File: config.mk
export PLATFORM = sky130hd
export DESIGN_NAME = q8alu_front
export DESIGN_NICKNAME = d
export VERILOG_FILES = /design/src/hw/rtl/q8alu_pkg.sv /design/src/hw/rtl/q8alu_front.sv
export SDC_FILE = /design/constraint.sdc
export NUM_CORES = 1
export LEC_CHECK = 0
export BUFFER_PORTS_ARGS = -buffer_cell sky130_fd_sc_hd__buf_2
export CAP_MARGIN = 20
export CELL_PAD_IN_SITES_DETAIL_PLACEMENT = 1
export CELL_PAD_IN_SITES_GLOBAL_PLACEMENT = 1
export CORE_UTILIZATION = 54
export CTS_CLUSTER_DIAMETER = 150
export DETAILED_ROUTE_END_ITERATION = 16
export PLACE_DENSITY_LB_ADDON = 0.1
export SLEW_MARGIN = 20
export SYNTH_ARGS = -nofsm -noshare
export SYNTH_HDL_FRONTEND = slang
export SYNTH_SLANG_ARGS = --single-unit
export TNS_END_PERCENT = 50
File: constraint.sdc
create_clock -name clk -period 7.1 [get_ports clk]
set_input_delay 0.71 -clock clk [delete_from_list [all_inputs] [get_ports clk]]
set_output_delay 0.71 -clock clk [all_outputs]
set_load 0.02 [all_outputs]
File: src/hw/rtl/q8alu_pkg.sv
// ----------------------------------------------------------------------------
// q8alu_pkg
// Opcodes, widths and decoded-operation types of the fixed-point unit.
// ----------------------------------------------------------------------------
package q8alu_pkg;

  localparam int FracBitsDef = 8;
  localparam int WordBitsDef = 32;
  localparam int FieldBits   = 32;
  localparam int ModeBits    = 4;
  localparam int QueueDepth  = 4;

  typedef enum logic [ModeBits-1:0] {
    OP_ADD = 4'd0, OP_SUB = 4'd1, OP_MUL = 4'd2, OP_DIV = 4'd3,
    OP_GT = 4'd4, OP_LT = 4'd5, OP_GE = 4'd6, OP_LE = 4'd7,
    OP_EQ = 4'd8, OP_NE = 4'd9, OP_MIN = 4'd10, OP_MAX = 4'd11,
    OP_INC = 4'd12, OP_DEC = 4'd13, OP_FROM_INT = 4'd14, OP_TO_INT = 4'd15
  } op_t;

  typedef struct packed {
    op_t  op;
    logic b_zero;
    logic is_div;
  } cls_t;

endpackage

File: src/hw/rtl/q8alu_front.sv
// ----------------------------------------------------------------------------
// q8alu_front
// Accepts operations, sign-extends operands, classifies, and queues them.
// ----------------------------------------------------------------------------
module q8alu_front import q8alu_pkg::*; #(
  parameter int WordBits = WordBitsDef
) (
  input  logic                       clk,
  input  logic                       rst,
  input  logic                       in_valid,
  output logic                       in_ready,
  input  logic [ModeBits-1:0]        in_mode,
  input  logic signed [FieldBits-1:0] in_a,
  input  logic signed [FieldBits-1:0] in_b,
  output logic                       q_valid,
  input  logic                       q_ready,
  output cls_t                       q_cls,
  output logic signed [WordBits-1:0] q_a,
  output logic signed [WordBits-1:0] q_b
);
  localparam int OpW  = (WordBits < FieldBits) ? WordBits : FieldBits;
  localparam int PtrW = $clog2(QueueDepth);

  cls_t                       cls_mem [QueueDepth];
  logic signed [WordBits-1:0] a_mem   [QueueDepth];
  logic signed [WordBits-1:0] b_mem   [QueueDepth];
  logic [PtrW-1:0]            wr_ptr;
  logic [PtrW-1:0]            rd_ptr;
  logic [PtrW:0]              count;
  logic signed [WordBits-1:0] a_ext;
  logic signed [WordBits-1:0] b_ext;
  cls_t                       cls_in;
  logic                       push;
  logic                       pop;
  logic                       load_head;
  logic                       mem_empty;
  logic                       bypass;
  logic                       mem_push;
  logic                       mem_pop;
  logic                       head_vld;
  cls_t                       head_cls;
  logic signed [WordBits-1:0] head_a;
  logic signed [WordBits-1:0] head_b;

  assign a_ext = WordBits'($signed(in_a[OpW-1:0]));
  assign b_ext = WordBits'($signed(in_b[OpW-1:0]));

  always_comb begin
    cls_in.op     = op_t'(in_mode);
    cls_in.is_div = (op_t'(in_mode) == OP_DIV);
    cls_in.b_zero = (b_ext == '0);
  end

  assign in_ready  = (count != (PtrW+1)'(QueueDepth));
  assign push      = in_valid && in_ready;
  assign q_valid   = head_vld;
  assign pop       = head_vld && q_ready;
  assign load_head = !head_vld || pop;
  assign mem_empty = (count == '0);
  assign bypass    = push && load_head && mem_empty;
  assign mem_push  = push && !bypass;
  assign mem_pop   = load_head && !mem_empty;
  assign q_cls     = head_cls;
  assign q_a       = head_a;
  assign q_b       = head_b;

  always_ff @(posedge clk) begin
    if (mem_push) begin
      cls_mem[wr_ptr] <= cls_in;
      a_mem[wr_ptr]   <= a_ext;
      b_mem[wr_ptr]   <= b_ext;
    end
  end

  always_ff @(posedge clk) begin
    if (load_head) begin
      if (!mem_empty) begin
        head_cls <= cls_mem[rd_ptr];
        head_a   <= a_mem[rd_ptr];
        head_b   <= b_mem[rd_ptr];
      end else begin
        head_cls <= cls_in;
        head_a   <= a_ext;
        head_b   <= b_ext;
      end
    end
  end

  always_ff @(posedge clk) begin
    if (rst) begin
      wr_ptr   <= '0;
      rd_ptr   <= '0;
      count    <= '0;
      head_vld <= 1'b0;
    end else begin
      if (mem_push) wr_ptr <= wr_ptr + 1'b1;
      if (mem_pop) rd_ptr <= rd_ptr + 1'b1;
      if (load_head) head_vld <= !mem_empty || push;
      count <= count + (PtrW+1)'(mem_push) - (PtrW+1)'(mem_pop);
    end
  end
endmodule

==> results.md <==
* Status: complete, no violations
* First-pass GRT wire length at between 40000 and 50000 µm
* Initial antenna violation count at 2
* Crit-path max FO at 73
* Min Tclk post-route at 3.22 ns
* Syn. warnings at 0
* Avg Cell Area, Syn at 18.8 µm²
* Die Ht at between 150 and 200 µm
* Sink Count at 360
* Post-Syn Area at 13600 µm²
* Rows at 57
* IO Port Bufs at 143
* Post-DRT Antenna Nets at 0
* P_int at ~0.0047 W
* Nets at 959
* Unrepaired setup endpoints after global routing: false
* Setup WS pre-CTS at roughly 3.8 ns
* Hold path cells at 1
* Syn nets at 803
* Placed Area at about 15000 µm²
* Final GP Congestion at 0.724
* Setup Fix Bufs, Post-CTS at 0
* FF-to-FF path depth at 12
* Clock power frac at 0.278
* Largest net degree at the start of global routing at 74
* Gate Count Post-Synth at 724
* Critical path required time at 7.51 ns
* CP arrival at 3.63 ns
* Area of the core at 24500 µm²
* CTS Buf Count at 38
* Drt drc at 0
* Share of layout cells above drive strength 1 at 0.318
* Max cap viols at 0
* Endpoints failing setup at 0
* Clk slew on worst S/H paths at 0.06 ns
* Drt pass-1 iters at 4
* Routed WL at 28300 µm
* Synth cell types at 30
* Slew Limit Fails at 0
* Least-Margin Pin Slew at 1.11 ns
* CTS Buffer Depth at 3
* Worst slew margin at 0.259
* Fin crit share at 0.454
* Final Cell Area at 15900 µm²
* Hold Path Class: input port to flop
* Worst path top cell family by delay: simple AND/OR/NAND/NOR gates
* TNS Setup at 0 ns
* Nature of the critical path startpoint: flop
* Logic pwr share at 0.267
* Final Hold Fails at 0
* Routed length per placed instance at 22.9 µm
* PwrDens at 432 nW/µm²
* Hold buffer count at cts at 0
* P_leak at 5.71 nW
* Die area at 25800 µm²
* Worst path max stage delay at 0.82 ns
* H-Tree Depth at 2
* # resized after CTS at 0
* Root Buffer: clkbuf_16
* Iteration-0 DRC Markers at ~460
* Most frequent cells in the layout: 350 x edfxtp_1, 208 x nand2_1, 143 x buf_2, 70 x mux4_2, 39 x clkbuf_16
* Grt ovf at 0
* Commonest non-fill, non-tap cell in the layout: edfxtp_1
* FMAX at 310 MHz
* Crit Path Class: flop to flop
* Clock Skew at 0.0190 ns
* Starting Density at 0.554
* Die Width at 161 µm
* Sw Ratio at 0.312
* Tot GR Track Use at 0.229
* CTS tree: yes
* Vias per std cell at ~5.6
* CP max-delay cell: or3_4
* Maximum vdd drop at between 200 and 300 µV
* Worst setup margin at about 3.9 ns
* Boundary Pins at 144
* Vias in the first global route at 7756
* Seq cells post-synth at 360
* Clk_lat worst skew at 0.53 ns
* Bufs and invs on worst path at 3
* DP Wirelength at 15900 µm
* Seq/Total Area, Yosys at 0.788
* Seq pwr share at 0.455
* Via Count at between 6000 and 7000
* Area delta synth->final at 16.7%
* Critical path depth at 12
* P_sw at between 0.002 and 0.0025 W
* Critical path, cell by cell: or3_4, nor2_4, nor2_2, clkinv_2, ha_1, inv_1, ha_1, inv_1, fa_1, xor2_1, xnor2_1, nor2_1
* CP endpoint kind: flop
## path summary, 6_finish.rpt
kind	start	endpoint	slack (ns)
min	in_a[7]	a_mem[1][7]	0.41
min reg2reg	rd_ptr[1]	flop	0.56
max	count[1]	count[2]	3.88
max reg2reg	count[1]	count[2]	3.88
## worst register-to-register path: stages (launching register included)
cell      delay [ns]
dfxtp_1         0.49
or3_4           0.82
nor2_4          0.06
nor2_2          0.26
clkinv_2        0.14
ha_1            0.30
inv_1           0.06
ha_1            0.13
inv_1           0.05
fa_1            0.41
xor2_1          0.19
xnor2_1         0.15
nor2_1          0.06
## power groups by stage
stage	Combinational, W	Clock, W	Sequential, W
2_1_floorplan	0.00105	0	0.00333
3_3_place_gp	0.00178	0	0.00313
3_5_place_dp	0.00184	0	0.00317
4_1_cts	0.00186	0.00194	0.00313
5_1_grt	0.00199	0.00201	0.00317
6_report	0.00183	0.00190	0.00312
## layout make-up
cell class                      count  area, µm²
Fill cell                        2165       8660
Sequential cell                   360      10700
Antenna cell                        1       2.50
Clock inverter                     20        181
Clock buffer                       49       1010
Timing Repair Buffer              148        786
Multi-Input combinational cell    326       2740
Tap cell                          324        405
Inverter                            6       25.0
## logic make-up after synthesis
logic type | synth area share
AO/OA/AOI/OAI | 0.000920
XOR/XNOR | 0.00322
adder cells (fa/ha/maj) | 0.00699
buffers and inverters | 0.0124
flip-flops | 0.788
multiplexers | 0.117
AND/OR/NAND/NOR | 0.0720
## through the flow
step	hold WS [ns]	instances	utilization	total power [W]
after detailed placement	0.552	1162	0.596	0.00500
after global placement	0.511	1162	0.596	0.00491
after CTS	0.399	1231	0.645	0.00693
final	0.412	1234	0.647	0.00685
after global routing	0.406	1233	0.647	0.00717
after floorplan	0.485	724	-	0.00438
## routing by layer
metal,GRT usage,wire [µm],up-vias
met5,0,14,-
met4,0.0684,670,2
met3,0.0457,1400,47
met2,0.403,14600,195
met1,0.290,11600,3600
li1,-,-,3085
## sequential cells by signal, summed over array words and instances, names as in the netlist, 2 cells and up, named ones only
register and cells:
a_mem 128, b_mem 128, q_a 32, q_b 32, cls_mem 24, q_cls 6
count 3, rd_ptr 2, wr_ptr 2
## synthesized netlist by cell type (all sizes together)
master,count,area (µm²)
a21oi,1,5.00
and2,4,25.0
buf,21,104
clkbuf,11,41.3
clkinv,1,5.00
dfxtp,10,200
edfxtp,350,10500
fa,1,20.0
ha,6,75.1
inv,5,18.8
mux2i,1,10.0
mux4,70,1580
nand2,209,787
nand3,1,5.00
nand4,2,12.5
nor2,11,51.3
nor2b,2,12.5
nor3,1,10.0
nor4,8,50.1
nor4bb,1,10.0
o31ai,1,7.51
or3,1,6.26
or3b,1,8.76
xnor2,3,26.3
xor2,2,17.5
No activity file was read; power rests on OpenSTA's default activity.
